`config.mk`:
```
export PLATFORM = sky130hd
export DESIGN_NAME = irc_message_line_parser_top
export DESIGN_NICKNAME = d
export VERILOG_FILES = /design/src/sv/imlp_pkg.sv /design/src/sv/irc_message_line_parser_top.sv
export VERILOG_INCLUDE_DIRS = /design/src /design/src/sv
export SDC_FILE = /design/constraint.sdc
export NUM_CORES = 1
export LEC_CHECK = 0
export BUFFER_PORTS_ARGS = -buffer_cell sky130_fd_sc_hd__buf_2
export CAP_MARGIN = 40
export CORE_MARGIN = 4
export CORE_UTILIZATION = 35
export DETAILED_ROUTE_END_ITERATION = 16
export HOLD_SLACK_MARGIN = 0.08
export PLACE_DENSITY_LB_ADDON = 0.2
export SETUP_SLACK_MARGIN = 0.02
export SLEW_MARGIN = 30
export SYNTH_ARGS = -nofsm -noshare
export SYNTH_HDL_FRONTEND = slang
export SYNTH_SLANG_ARGS = --single-unit
```
`constraint.sdc`:
```
create_clock -name clk -period 7.8 [get_ports clk]
set_input_delay 1.17 -clock clk [delete_from_list [all_inputs] [get_ports clk]]
set_output_delay 1.17 -clock clk [all_outputs]
set_load 0.005 [all_outputs]
```
`src/sv/irc_message_line_parser_top_assert.svh`:
```
// Assertion macros for the IRC message line parser.
// Needs a clock named clk and an active-low reset named arst_n in the including scope.
`ifndef IRC_MESSAGE_LINE_PARSER_TOP_ASSERT_SVH
`define IRC_MESSAGE_LINE_PARSER_TOP_ASSERT_SVH

// Same-cycle implication, checked outside reset.
`define IMLP_ASSERT_NOW(label, ante, cons, msg) \
	label: assert property (@(posedge clk) disable iff (!arst_n) (ante) |-> (cons)) \
		else $error(msg);

// Next-cycle implication, checked outside reset.
`define IMLP_ASSERT_NEXT(label, ante, cons, msg) \
	label: assert property (@(posedge clk) disable iff (!arst_n) (ante) |=> (cons)) \
		else $error(msg);

`endif

```
`src/sv/imlp_pkg.sv`:
```
// Shared types and constants for the IRC message line parser.
// No dependencies; imported by irc_message_line_parser_top.
`default_nettype none

package imlp_pkg;

	localparam int MAX_ARGS_DEF = 15;
	localparam int LINE_MAX_DEF = 512;

	localparam int BYTE_W  = 8;
	localparam int POS_W   = 9;
	localparam int IDX_W   = 4;
	localparam int CODE_W  = 4;
	localparam int CNT_W   = 4;
	localparam int NUM_W   = 18;
	localparam int MAG_W   = 17;
	localparam int LEN_W   = 4;
	localparam int TDATA_W = 64;
	localparam int TUSER_W = 3;

	localparam int KW_COUNT = 10;

	localparam logic [MAG_W-1:0] NUM_CAP = MAG_W'(99999);
	localparam logic [POS_W-1:0] POS_MAX = '1;
	localparam logic [LEN_W-1:0] LEN_MAX = '1;
	localparam logic [CNT_W-1:0] CNT_MAX = '1;

	localparam logic [BYTE_W-1:0] CH_COLON = 8'h3A;
	localparam logic [BYTE_W-1:0] CH_SPACE = 8'h20;
	localparam logic [BYTE_W-1:0] CH_BANG  = 8'h21;
	localparam logic [BYTE_W-1:0] CH_AT    = 8'h40;
	localparam logic [BYTE_W-1:0] CH_PLUS  = 8'h2B;
	localparam logic [BYTE_W-1:0] CH_MINUS = 8'h2D;
	localparam logic [BYTE_W-1:0] CH_ZERO  = 8'h30;
	localparam logic [BYTE_W-1:0] CH_NINE  = 8'h39;
	localparam logic [BYTE_W-1:0] CH_TAB   = 8'h09;
	localparam logic [BYTE_W-1:0] CH_CR    = 8'h0D;
	localparam logic [BYTE_W-1:0] CH_NUL   = 8'h00;

	localparam logic [CODE_W-1:0] CODE_NONE    = 4'd0;
	localparam logic [CODE_W-1:0] CODE_NUMERIC = 4'd11;

	typedef enum logic [2:0] {
		ROLE_DELIM   = 3'd0,
		ROLE_PREFIX  = 3'd1,
		ROLE_COMMAND = 3'd2,
		ROLE_ARG     = 3'd3,
		ROLE_TRAIL   = 3'd4,
		ROLE_DISCARD = 3'd5
	} role_t;

	// Keyword text, first character at index 0; order gives codes 1 to 10.
	localparam logic [BYTE_W-1:0] KW_TEXT [KW_COUNT][8] = '{
		'{"P", "I", "N", "G", CH_NUL, CH_NUL, CH_NUL, CH_NUL},
		'{"J", "O", "I", "N", CH_NUL, CH_NUL, CH_NUL, CH_NUL},
		'{"P", "A", "R", "T", CH_NUL, CH_NUL, CH_NUL, CH_NUL},
		'{"P", "R", "I", "V", "M", "S", "G", CH_NUL},
		'{"N", "O", "T", "I", "C", "E", CH_NUL, CH_NUL},
		'{"K", "I", "C", "K", CH_NUL, CH_NUL, CH_NUL, CH_NUL},
		'{"M", "O", "D", "E", CH_NUL, CH_NUL, CH_NUL, CH_NUL},
		'{"I", "N", "V", "I", "T", "E", CH_NUL, CH_NUL},
		'{"N", "I", "C", "K", CH_NUL, CH_NUL, CH_NUL, CH_NUL},
		'{"Q", "U", "I", "T", CH_NUL, CH_NUL, CH_NUL, CH_NUL}
	};

	localparam logic [LEN_W-1:0] KW_LEN [KW_COUNT] = '{
		4'd4, 4'd4, 4'd4, 4'd7, 4'd6, 4'd4, 4'd4, 4'd6, 4'd4, 4'd4
	};

endpackage

`default_nettype wire

```
`src/sv/irc_message_line_parser_top.sv`:
```
// The result word for an accepted byte is registered and offered on the master side in the next cycle.
// Throughput: one byte per cycle; a new byte enters in the cycle the waiting result
// is taken, so the path stalls only when m_tready is low and the register is full.
// The summary fields are formed from the parse state after the last byte is applied.
// Reset (arst_n low) returns the parser to line start and empties the output register.
// IRC message line parser: role tagging per byte and a line summary on the last byte.
// Depends on imlp_pkg and irc_message_line_parser_top_assert.svh.
`default_nettype none

`include "irc_message_line_parser_top_assert.svh"

module irc_message_line_parser_top
	import imlp_pkg::*;
#(
	parameter int MAX_ARGS = MAX_ARGS_DEF,
	parameter int LINE_MAX = LINE_MAX_DEF
) (
	input  wire logic               clk,
	input  wire logic               arst_n,
	input  wire logic               s_tvalid,
	output logic                    s_tready,
	input  wire logic [BYTE_W-1:0]  s_tdata,   // [7:0] line_byte
	input  wire logic               s_tlast,   // line_end
	output logic                    m_tvalid,
	input  wire logic               m_tready,
	output logic [TDATA_W-1:0]      m_tdata,   // [3:0] arg_index, [12:4] position,
	                                           // [13] parse_error, [17:14] command_code,
	                                           // [35:18] numeric_value, [39:36] arg_count,
	                                           // [40] has_trailing, [41] sender_is_user,
	                                           // [50:42] nick_end, [59:51] user_end, rest 0
	output logic [TUSER_W-1:0]      m_tuser,   // [2:0] byte_role
	output logic                    m_tlast    // line_done
);

	localparam int PFW  = $clog2(MAX_ARGS + 1);
	localparam int OFFW = $clog2(LINE_MAX + 1);

	typedef enum logic [2:0] {
		PH_START, PH_PREFIX, PH_COMMAND, PH_PSTART, PH_PARAM, PH_TRAIL, PH_DISCARD
	} phase_t;

	typedef enum logic [1:0] {
		NS_SKIP, NS_DIGITS, NS_DONE
	} num_stage_t;

	// parse state
	phase_t                phase_q, phase_n;
	logic [OFFW-1:0]       off_q, off_n;
	logic [KW_COUNT-1:0]   hits_q, hits_n;
	logic [LEN_W-1:0]      cmdlen_q, cmdlen_n;
	logic [MAG_W-1:0]      mag_q, mag_n;
	logic                  neg_q, neg_n;
	num_stage_t            nstage_q, nstage_n;
	logic [PFW-1:0]        pf_q, pf_n;
	logic                  trail_q, trail_n;
	logic                  bang_seen_q, bang_seen_n;
	logic                  at_seen_q, at_seen_n;
	logic [POS_W-1:0]      bang_off_q, bang_off_n;
	logic [POS_W-1:0]      at_off_q, at_off_n;

	// result register
	logic                  out_valid_q;
	role_t                 role_q;
	logic [IDX_W-1:0]      idx_q;
	logic [POS_W-1:0]      pos_q;
	logic                  done_q;
	logic                  err_q;
	logic [CODE_W-1:0]     code_q;
	logic [NUM_W-1:0]      num_q;
	logic [CNT_W-1:0]      cnt_q;
	logic                  has_trail_q;
	logic                  user_q;
	logic [POS_W-1:0]      nick_end_q;
	logic [POS_W-1:0]      user_end_q;

	// per-byte logic
	logic                  accept;
	logic [BYTE_W-1:0]     b;
	logic                  in_range;
	logic                  cmd_step;
	role_t                 role_w;
	logic [IDX_W-1:0]      idx_w;
	logic [12:0]           off_ext;
	logic [POS_W-1:0]      pos_w;
	logic                  is_digit;
	logic [3:0]            digit;
	logic [20:0]           mag_prod;
	logic [PFW-1:0]        pf_m1;

	// summary logic
	logic                  err_w;
	logic [CODE_W-1:0]     code_w;
	logic [NUM_W-1:0]      num_w;
	logic [7:0]            cnt_ext;
	logic [CNT_W-1:0]      cnt_w;

	assign accept   = s_tvalid && s_tready;
	assign s_tready = !out_valid_q || m_tready;
	assign b        = s_tdata;
	assign in_range = off_q < OFFW'(LINE_MAX);
	assign off_ext  = 13'(off_q);
	assign pos_w    = (off_ext > 13'(POS_MAX)) ? POS_MAX : off_ext[POS_W-1:0];
	assign is_digit = (b >= CH_ZERO) && (b <= CH_NINE);
	assign digit    = b[3:0];
	assign mag_prod = 21'(mag_q) * 21'd10 + 21'(digit);
	assign pf_m1    = pf_q - PFW'(1);

	always_comb begin
		phase_n     = phase_q;
		off_n       = off_q;
		hits_n      = hits_q;
		cmdlen_n    = cmdlen_q;
		mag_n       = mag_q;
		neg_n       = neg_q;
		nstage_n    = nstage_q;
		pf_n        = pf_q;
		trail_n     = trail_q;
		bang_seen_n = bang_seen_q;
		at_seen_n   = at_seen_q;
		bang_off_n  = bang_off_q;
		at_off_n    = at_off_q;
		role_w      = ROLE_DISCARD;
		idx_w       = '0;
		cmd_step    = 1'b0;

		if (in_range) begin
			off_n = off_q + OFFW'(1);
			case (phase_q)
				PH_START, PH_COMMAND: begin
					if (phase_q == PH_START && b == CH_COLON) begin
						role_w  = ROLE_DELIM;
						phase_n = PH_PREFIX;
					end else if (b == CH_SPACE) begin
						role_w  = ROLE_DELIM;
						phase_n = PH_PSTART;
					end else begin
						role_w   = ROLE_COMMAND;
						phase_n  = PH_COMMAND;
						cmd_step = 1'b1;
					end
				end
				PH_PREFIX: begin
					if (b == CH_SPACE) begin
						role_w  = ROLE_DELIM;
						phase_n = PH_COMMAND;
					end else begin
						role_w = ROLE_PREFIX;
						if (b == CH_BANG && !bang_seen_q) begin
							bang_seen_n = 1'b1;
							bang_off_n  = pos_w;
						end else if (b == CH_AT && bang_seen_q && !at_seen_q) begin
							at_seen_n = 1'b1;
							at_off_n  = pos_w;
						end
					end
				end
				PH_PSTART: begin
					if (b == CH_COLON) begin
						role_w  = ROLE_DELIM;
						trail_n = 1'b1;
						phase_n = PH_TRAIL;
					end else begin
						pf_n = pf_q + PFW'(1);
						if (b == CH_SPACE) begin
							role_w  = ROLE_DELIM;
							phase_n = (pf_n < PFW'(MAX_ARGS)) ? PH_PSTART : PH_DISCARD;
						end else begin
							role_w  = ROLE_ARG;
							idx_w   = IDX_W'(pf_q);
							phase_n = PH_PARAM;
						end
					end
				end
				PH_PARAM: begin
					if (b == CH_SPACE) begin
						role_w  = ROLE_DELIM;
						phase_n = (pf_q < PFW'(MAX_ARGS)) ? PH_PSTART : PH_DISCARD;
					end else begin
						role_w = ROLE_ARG;
						idx_w  = IDX_W'(pf_m1);
					end
				end
				PH_TRAIL: begin
					role_w = ROLE_TRAIL;
				end
				default: begin
					role_w = ROLE_DISCARD;
				end
			endcase
		end

		// command token: keyword narrowing and atoi
		if (cmd_step) begin
			for (int k = 0; k < KW_COUNT; k++) begin
				if (cmdlen_q >= KW_LEN[k] || KW_TEXT[k][cmdlen_q[2:0]] != b) begin
					hits_n[k] = 1'b0;
				end
			end
			if (cmdlen_q != LEN_MAX) begin
				cmdlen_n = cmdlen_q + LEN_W'(1);
			end
			case (nstage_q)
				NS_SKIP: begin
					if (b inside {CH_SPACE, [CH_TAB:CH_CR]}) begin
						nstage_n = NS_SKIP;
					end else if (b == CH_PLUS) begin
						nstage_n = NS_DIGITS;
					end else if (b == CH_MINUS) begin
						neg_n    = 1'b1;
						nstage_n = NS_DIGITS;
					end else if (is_digit) begin
						mag_n    = MAG_W'(digit);
						nstage_n = NS_DIGITS;
					end else begin
						nstage_n = NS_DONE;
					end
				end
				NS_DIGITS: begin
					if (is_digit) begin
						mag_n = (mag_prod > 21'(NUM_CAP)) ? NUM_CAP : mag_prod[MAG_W-1:0];
					end else begin
						nstage_n = NS_DONE;
					end
				end
				default: begin
					nstage_n = nstage_q;
				end
			endcase
		end
	end

	// line summary, taken from the state after this byte
	always_comb begin
		err_w   = (phase_n == PH_PREFIX);
		code_w  = CODE_NONE;
		num_w   = '0;
		for (int k = KW_COUNT - 1; k >= 0; k--) begin
			if (hits_n[k] && cmdlen_n == KW_LEN[k]) begin
				code_w = CODE_W'(k + 1);
			end
		end
		if (code_w == CODE_NONE && mag_n != '0) begin
			code_w = CODE_NUMERIC;
			num_w  = neg_n ? (NUM_W'(0) - NUM_W'(mag_n)) : NUM_W'(mag_n);
		end
		cnt_ext = 8'(pf_n) + 8'(phase_n == PH_PSTART);
		cnt_w   = (cnt_ext > 8'(CNT_MAX)) ? CNT_MAX : cnt_ext[CNT_W-1:0];
		if (err_w) begin
			code_w = CODE_NONE;
			num_w  = '0;
			cnt_w  = '0;
		end
	end

	always_ff @(posedge clk or negedge arst_n) begin
		if (!arst_n) begin
			phase_q     <= PH_START;
			off_q       <= '0;
			hits_q      <= '1;
			cmdlen_q    <= '0;
			mag_q       <= '0;
			neg_q       <= 1'b0;
			nstage_q    <= NS_SKIP;
			pf_q        <= '0;
			trail_q     <= 1'b0;
			bang_seen_q <= 1'b0;
			at_seen_q   <= 1'b0;
			bang_off_q  <= '0;
			at_off_q    <= '0;
			out_valid_q <= 1'b0;
			role_q      <= ROLE_DELIM;
			idx_q       <= '0;
			pos_q       <= '0;
			done_q      <= 1'b0;
			err_q       <= 1'b0;
			code_q      <= CODE_NONE;
			num_q       <= '0;
			cnt_q       <= '0;
			has_trail_q <= 1'b0;
			user_q      <= 1'b0;
			nick_end_q  <= '0;
			user_end_q  <= '0;
		end else begin
			if (accept) begin
				out_valid_q <= 1'b1;
				role_q      <= role_w;
				idx_q       <= idx_w;
				pos_q       <= pos_w;
				done_q      <= s_tlast;
				if (s_tlast) begin
					err_q       <= err_w;
					code_q      <= code_w;
					num_q       <= num_w;
					cnt_q       <= cnt_w;
					has_trail_q <= trail_n && !err_w;
					user_q      <= bang_seen_n && at_seen_n;
					nick_end_q  <= (bang_seen_n && at_seen_n) ? bang_off_n : '0;
					user_end_q  <= (bang_seen_n && at_seen_n) ? at_off_n : '0;
					// back to line start
					phase_q     <= PH_START;
					off_q       <= '0;
					hits_q      <= '1;
					cmdlen_q    <= '0;
					mag_q       <= '0;
					neg_q       <= 1'b0;
					nstage_q    <= NS_SKIP;
					pf_q        <= '0;
					trail_q     <= 1'b0;
					bang_seen_q <= 1'b0;
					at_seen_q   <= 1'b0;
					bang_off_q  <= '0;
					at_off_q    <= '0;
				end else begin
					err_q       <= 1'b0;
					code_q      <= CODE_NONE;
					num_q       <= '0;
					cnt_q       <= '0;
					has_trail_q <= 1'b0;
					user_q      <= 1'b0;
					nick_end_q  <= '0;
					user_end_q  <= '0;
					phase_q     <= phase_n;
					off_q       <= off_n;
					hits_q      <= hits_n;
					cmdlen_q    <= cmdlen_n;
					mag_q       <= mag_n;
					neg_q       <= neg_n;
					nstage_q    <= nstage_n;
					pf_q        <= pf_n;
					trail_q     <= trail_n;
					bang_seen_q <= bang_seen_n;
					at_seen_q   <= at_seen_n;
					bang_off_q  <= bang_off_n;
					at_off_q    <= at_off_n;
				end
			end else if (m_tready) begin
				out_valid_q <= 1'b0;
			end
		end
	end

	assign m_tvalid = out_valid_q;
	assign m_tuser  = role_q;
	assign m_tlast  = done_q;
	assign m_tdata  = TDATA_W'({user_end_q, nick_end_q, user_q, has_trail_q, cnt_q,
		num_q, code_q, err_q, pos_q, idx_q});

	`IMLP_ASSERT_NOW(a_summary_zero, m_tvalid && !m_tlast, m_tdata[59:13] == '0,
		"summary fields set on a result that is not the last byte")
	`IMLP_ASSERT_NOW(a_error_clean, m_tvalid && err_q,
		code_q == CODE_NONE && cnt_q == '0 && !has_trail_q,
		"parse error reported with a command or parameters")
	`IMLP_ASSERT_NOW(a_numeric_nonzero, m_tvalid && code_q == CODE_NUMERIC, num_q != '0,
		"numeric command code with zero value")
	`IMLP_ASSERT_NEXT(a_line_restart, accept && s_tlast,
		phase_q == PH_START && off_q == '0 && pf_q == '0,
		"parser did not return to line start after the last byte")
	`IMLP_ASSERT_NOW(a_stall_blocks, m_tvalid && !m_tready, !s_tready,
		"input taken while a result is stalled")

endmodule

`default_nettype wire
```
==> results.md <==
* Ports at 83
* Maximum Capacitance Violations at 0
* Peak VDD IR at between 0.15 and 0.2 mV
* Register clock-pin slew on the reported worst setup and hold paths at ~0.06 ns
* Width of the die at approximately 180 um
* RR Endpoint: num_q[17]
* CP max-delay cell: nor4b_1
* PD cells at around 200 nW/um2
* Top delay family on crit path: simple AND/OR/NAND/NOR gates
* Clock tree buffer depth at 2
* Setup-failing EPs final at 0
* Compound-cell area share of the yosys netlist at between 20% and 30%
* Share of cells above drive strength 1 at 13.7%
* Drt first pass iters at 5
* Die Area at 31600 um2
* GRT met1 Usage at 27.6%
* Number of H-tree levels at 4
* Xor/xnor share of the synthesized area at between 6 and 7%
* DRC marker count from the first detailed-route iteration at 746
* Root buffer cell: clkbuf_16
* Initial antenna violation count at 0
* Post-synthesis sequential area ratio at 34.1%
* Worst setup EP type: register
* Cells after Synth at between 1000 and 1500
* GRT busiest layer: met2
* Worst slack at placement at 1.15 ns
* Hold path cells at 2
* GRT Util Overall at about a fifth
* Buf/Inv on CP at 4
* Top cell type's share of synthesized area at a little under a third
* Largest net degree at the start of global routing at just under 70
* Wire per inst at 17.9 um
* Pleak at ~0.005 uW
* Most used cell, CP: ha_1
* Via count at between 9000 and 10000
* Site row count at roughly 60
* Max FO, Critical Path at 16
* Worst Setup Start Kind: register
* Fin crit period at between 6 and 7 ns
* Initial Util at 35.9%
* Headroom to the max-slew limit at 45.9%
* Gr ovfl total at 0
* Total clock buffers created by CTS at 17
* Post-CTS Hold Buffers at 0
* Final WL at about 30 mm
* Clock Skew at roughly 0.012 ns
* Worst-Margin Slew at slightly above 0.8 ns
* Setup Buffers After CTS at 0
* Worst path arrival time at approximately 6.7 ns
* Worst path max stage delay at around 0.50 ns
* Vias in the first global route at 8921
* Synth Register Bits at ~140
* Crit. Startpoint: mag_q[1]
* First-pass GRT wire length at just under 50 mm
* RSZ-0062 raised after global routing: no
* Core area at ~28000 um2
* Largest family of logic cells by synthesized area: compound AO/OA/AOI/OAI gates
* Final std cells w/o fill at 1660
* Main synth FF type: dfrtp_1
* Worst hold path class: register to register
* Clock Sink Count at ~140
* Post-synth EDFFs at 0
* Cell Area, Placed at approximately 11000 um2
* Fill count at approximately 3000
* Global-route track usage on met3 at 3.17%
* Simple-Gate Fraction of Synth Area at 22.4%
* Kind of critical path: register to register
* Met2 Resource Use GR at 30.0%
* FF-to-FF Start: mag_q[1]
* Synth unique cells at 89
* Gpl congestion at 0.886
* Top post-synthesis cells by area: dfrtp_1, o21ai_0, ha_1
* Synth Area in Adders at approximately 6.6%
* CTS tree: built
* DR vias/cell at 5.62
* Final Slew Violations at 0
* FMAX at 159 MHz
* Layout Utilization at around two fifths
* Area grow syn2layout at 13.0%
* DRC viols at 0
* Async set-reset flop share out of synthesis at 100%
* Synth warn at 0
* FF-to-FF path depth at 26
* Hold Crit Start: cnt_q[2]
* ANT nets after route at 0
* Die height at between 150 and 200 um
* Clk Latency, worst-skew pair at around 0.42 ns
* Detailed Place HPWL at ~22 mm
* PostCTS Resize Cnt at 0
* Nets at approximately 1300
* Worst path required time at ~8.2 ns
* Mux cell area share after synthesis at 0.819%
* Hold EP: cnt_q[2]
* Cell area after layout at 11400 um2
* Port Buf Inserts at between 70 and 80
* Worst setup margin at 1.49 ns
* Flop-to-flop setup slack at around 1.5 ns
* Syn Area/Cell at roughly 8.1 um2
* Period utilization at around 81%
* Status: finished clean
* Fin. Hold Viols at 0
* Setup tns final at 0 ns
* Placed insts at approximately 1600
* Final antenna diode count at 0
* Mapped Area at 10100 um2
* Area leader, netlist: dfrtp_1
==> through the flow <==
stage	power (uW)	hold slack, ns
after floorplan	1300	0.440
after global placement	1480	0.450
after detailed placement	1490	0.453
after CTS	2270	0.465
after global routing	2390	0.494
final	2260	0.456
==> kinds of logic (layout without fill, tap and decap cells) <==
family          count (synthesis)  after routing
fa+ha+maj                      52             52
compound gates                388            388
flops                         137            137
other cells                     1              4
simple gates                  459            459
mux                             7              7
buf+inv                       118            160
xor+xnor                       75             75
==> cell usage after synthesis (8+ instances only) <==
library cell	n
o22ai_1	12
o21ai_0	126
buf_4	8
xor2_1	26
nand2_1	151
nor2_1	110
or3_1	11
nand4_1	11
nor4b_1	8
o21ai_1	10
a21oi_1	95
ha_1	50
inv_1	28
xnor2_1	49
and3_1	15
nand3_1	25
a22o_1	18
a31oi_1	21
dfstp_2	10
o21a_1	8
nand2b_1	16
nor3_1	43
nor2b_1	21
clkbuf_1	72
a21o_1	10
dfrtp_1	127
and2_1	9
==> worst max path at each step <==
stage | cells past startpoint | endpoint | slack [ns]
floorplan | 25 | num_q[17] | 2.14
global placement | 24 | num_q[16] | 0.87
detailed placement | 24 | num_q[17] | 1.15
CTS | 25 | num_q[17] | 1.47
global route | 26 | num_q[17] | 0.94
finish | 26 | num_q[17] | 1.49
==> metal layers <==
metal	wire (um)	vias to the layer above	share of wire [%]
met3	1230	31	4.1
met1	14400	4532	48
met2	13700	240	46
met5	0	-	0
met4	495	0	1.7
li1	-	4523	-
==> worst min-delay path, stage by stage (launching register included) <==
cell and delay [ns]:
dfrtp_1 0.33, nand2_1 0.05, nand2_1 0.04
==> flip-flops by register name, summed over array words and instances, names as in the netlist, 2 cells and up <==
| name | flops |
|---|---|
| pf_q | 4 |
| at_off_q | 9 |
| pos_q | 9 |
| cnt_q | 4 |
| mag_q | 17 |
| nstage_q | 2 |
| user_end_q | 9 |
| off_q | 10 |
| num_q | 18 |
| hits_q | 10 |
| code_q | 4 |
| phase_q | 3 |
| cmdlen_q | 4 |
| bang_off_q | 9 |
| nick_end_q | 9 |
| m_tuser | 3 |
| idx_q | 4 |
==> layout by cell type, fill, tap and decap left out, types with 6 or more instances in the layout <==
cell / n
a211oi_1: 6
a21o_1: 10
a21oi_1: 95
a22o_1: 18
a31oi_1: 21
and2_1: 9
and3_1: 15
buf_2: 78
buf_4: 17
clkbuf_16: 17
dfrtp_1: 127
dfstp_2: 10
ha_1: 50
inv_1: 28
mux2i_1: 6
nand2_1: 150
nand2b_1: 15
nand3_1: 25
nand4_1: 11
nor2_1: 110
nor2b_1: 21
nor3_1: 42
nor3b_1: 6
nor4b_1: 8
o21a_1: 8
o21ai_0: 126
o21ai_1: 10
o22ai_1: 12
or2_2: 6
or3_1: 11
xnor2_1: 49
xor2_1: 26
==> report_power, final <==
part	internal [uW]	total (uW)	leakage, uW	switching, uW
Clock	470	781	0.000273	311
Sequential	775	854	0.00185	79.1
Combinational	244	627	0.00286	383
Total	1490	2260	0.00498	773
==> final cells by class <==
type	instances	area (um2)	area share [%]
Multi-Input combinational cell	985	6190	54.4
Sequential cell	137	3440	30.2
Timing Repair Buffer	100	603	5.30
Clock buffer	21	480	4.22
Tap cell	378	473	4.15
Inverter	29	109	0.956
Clock inverter	10	92.6	0.813
(Power assumes the default switching activity.)
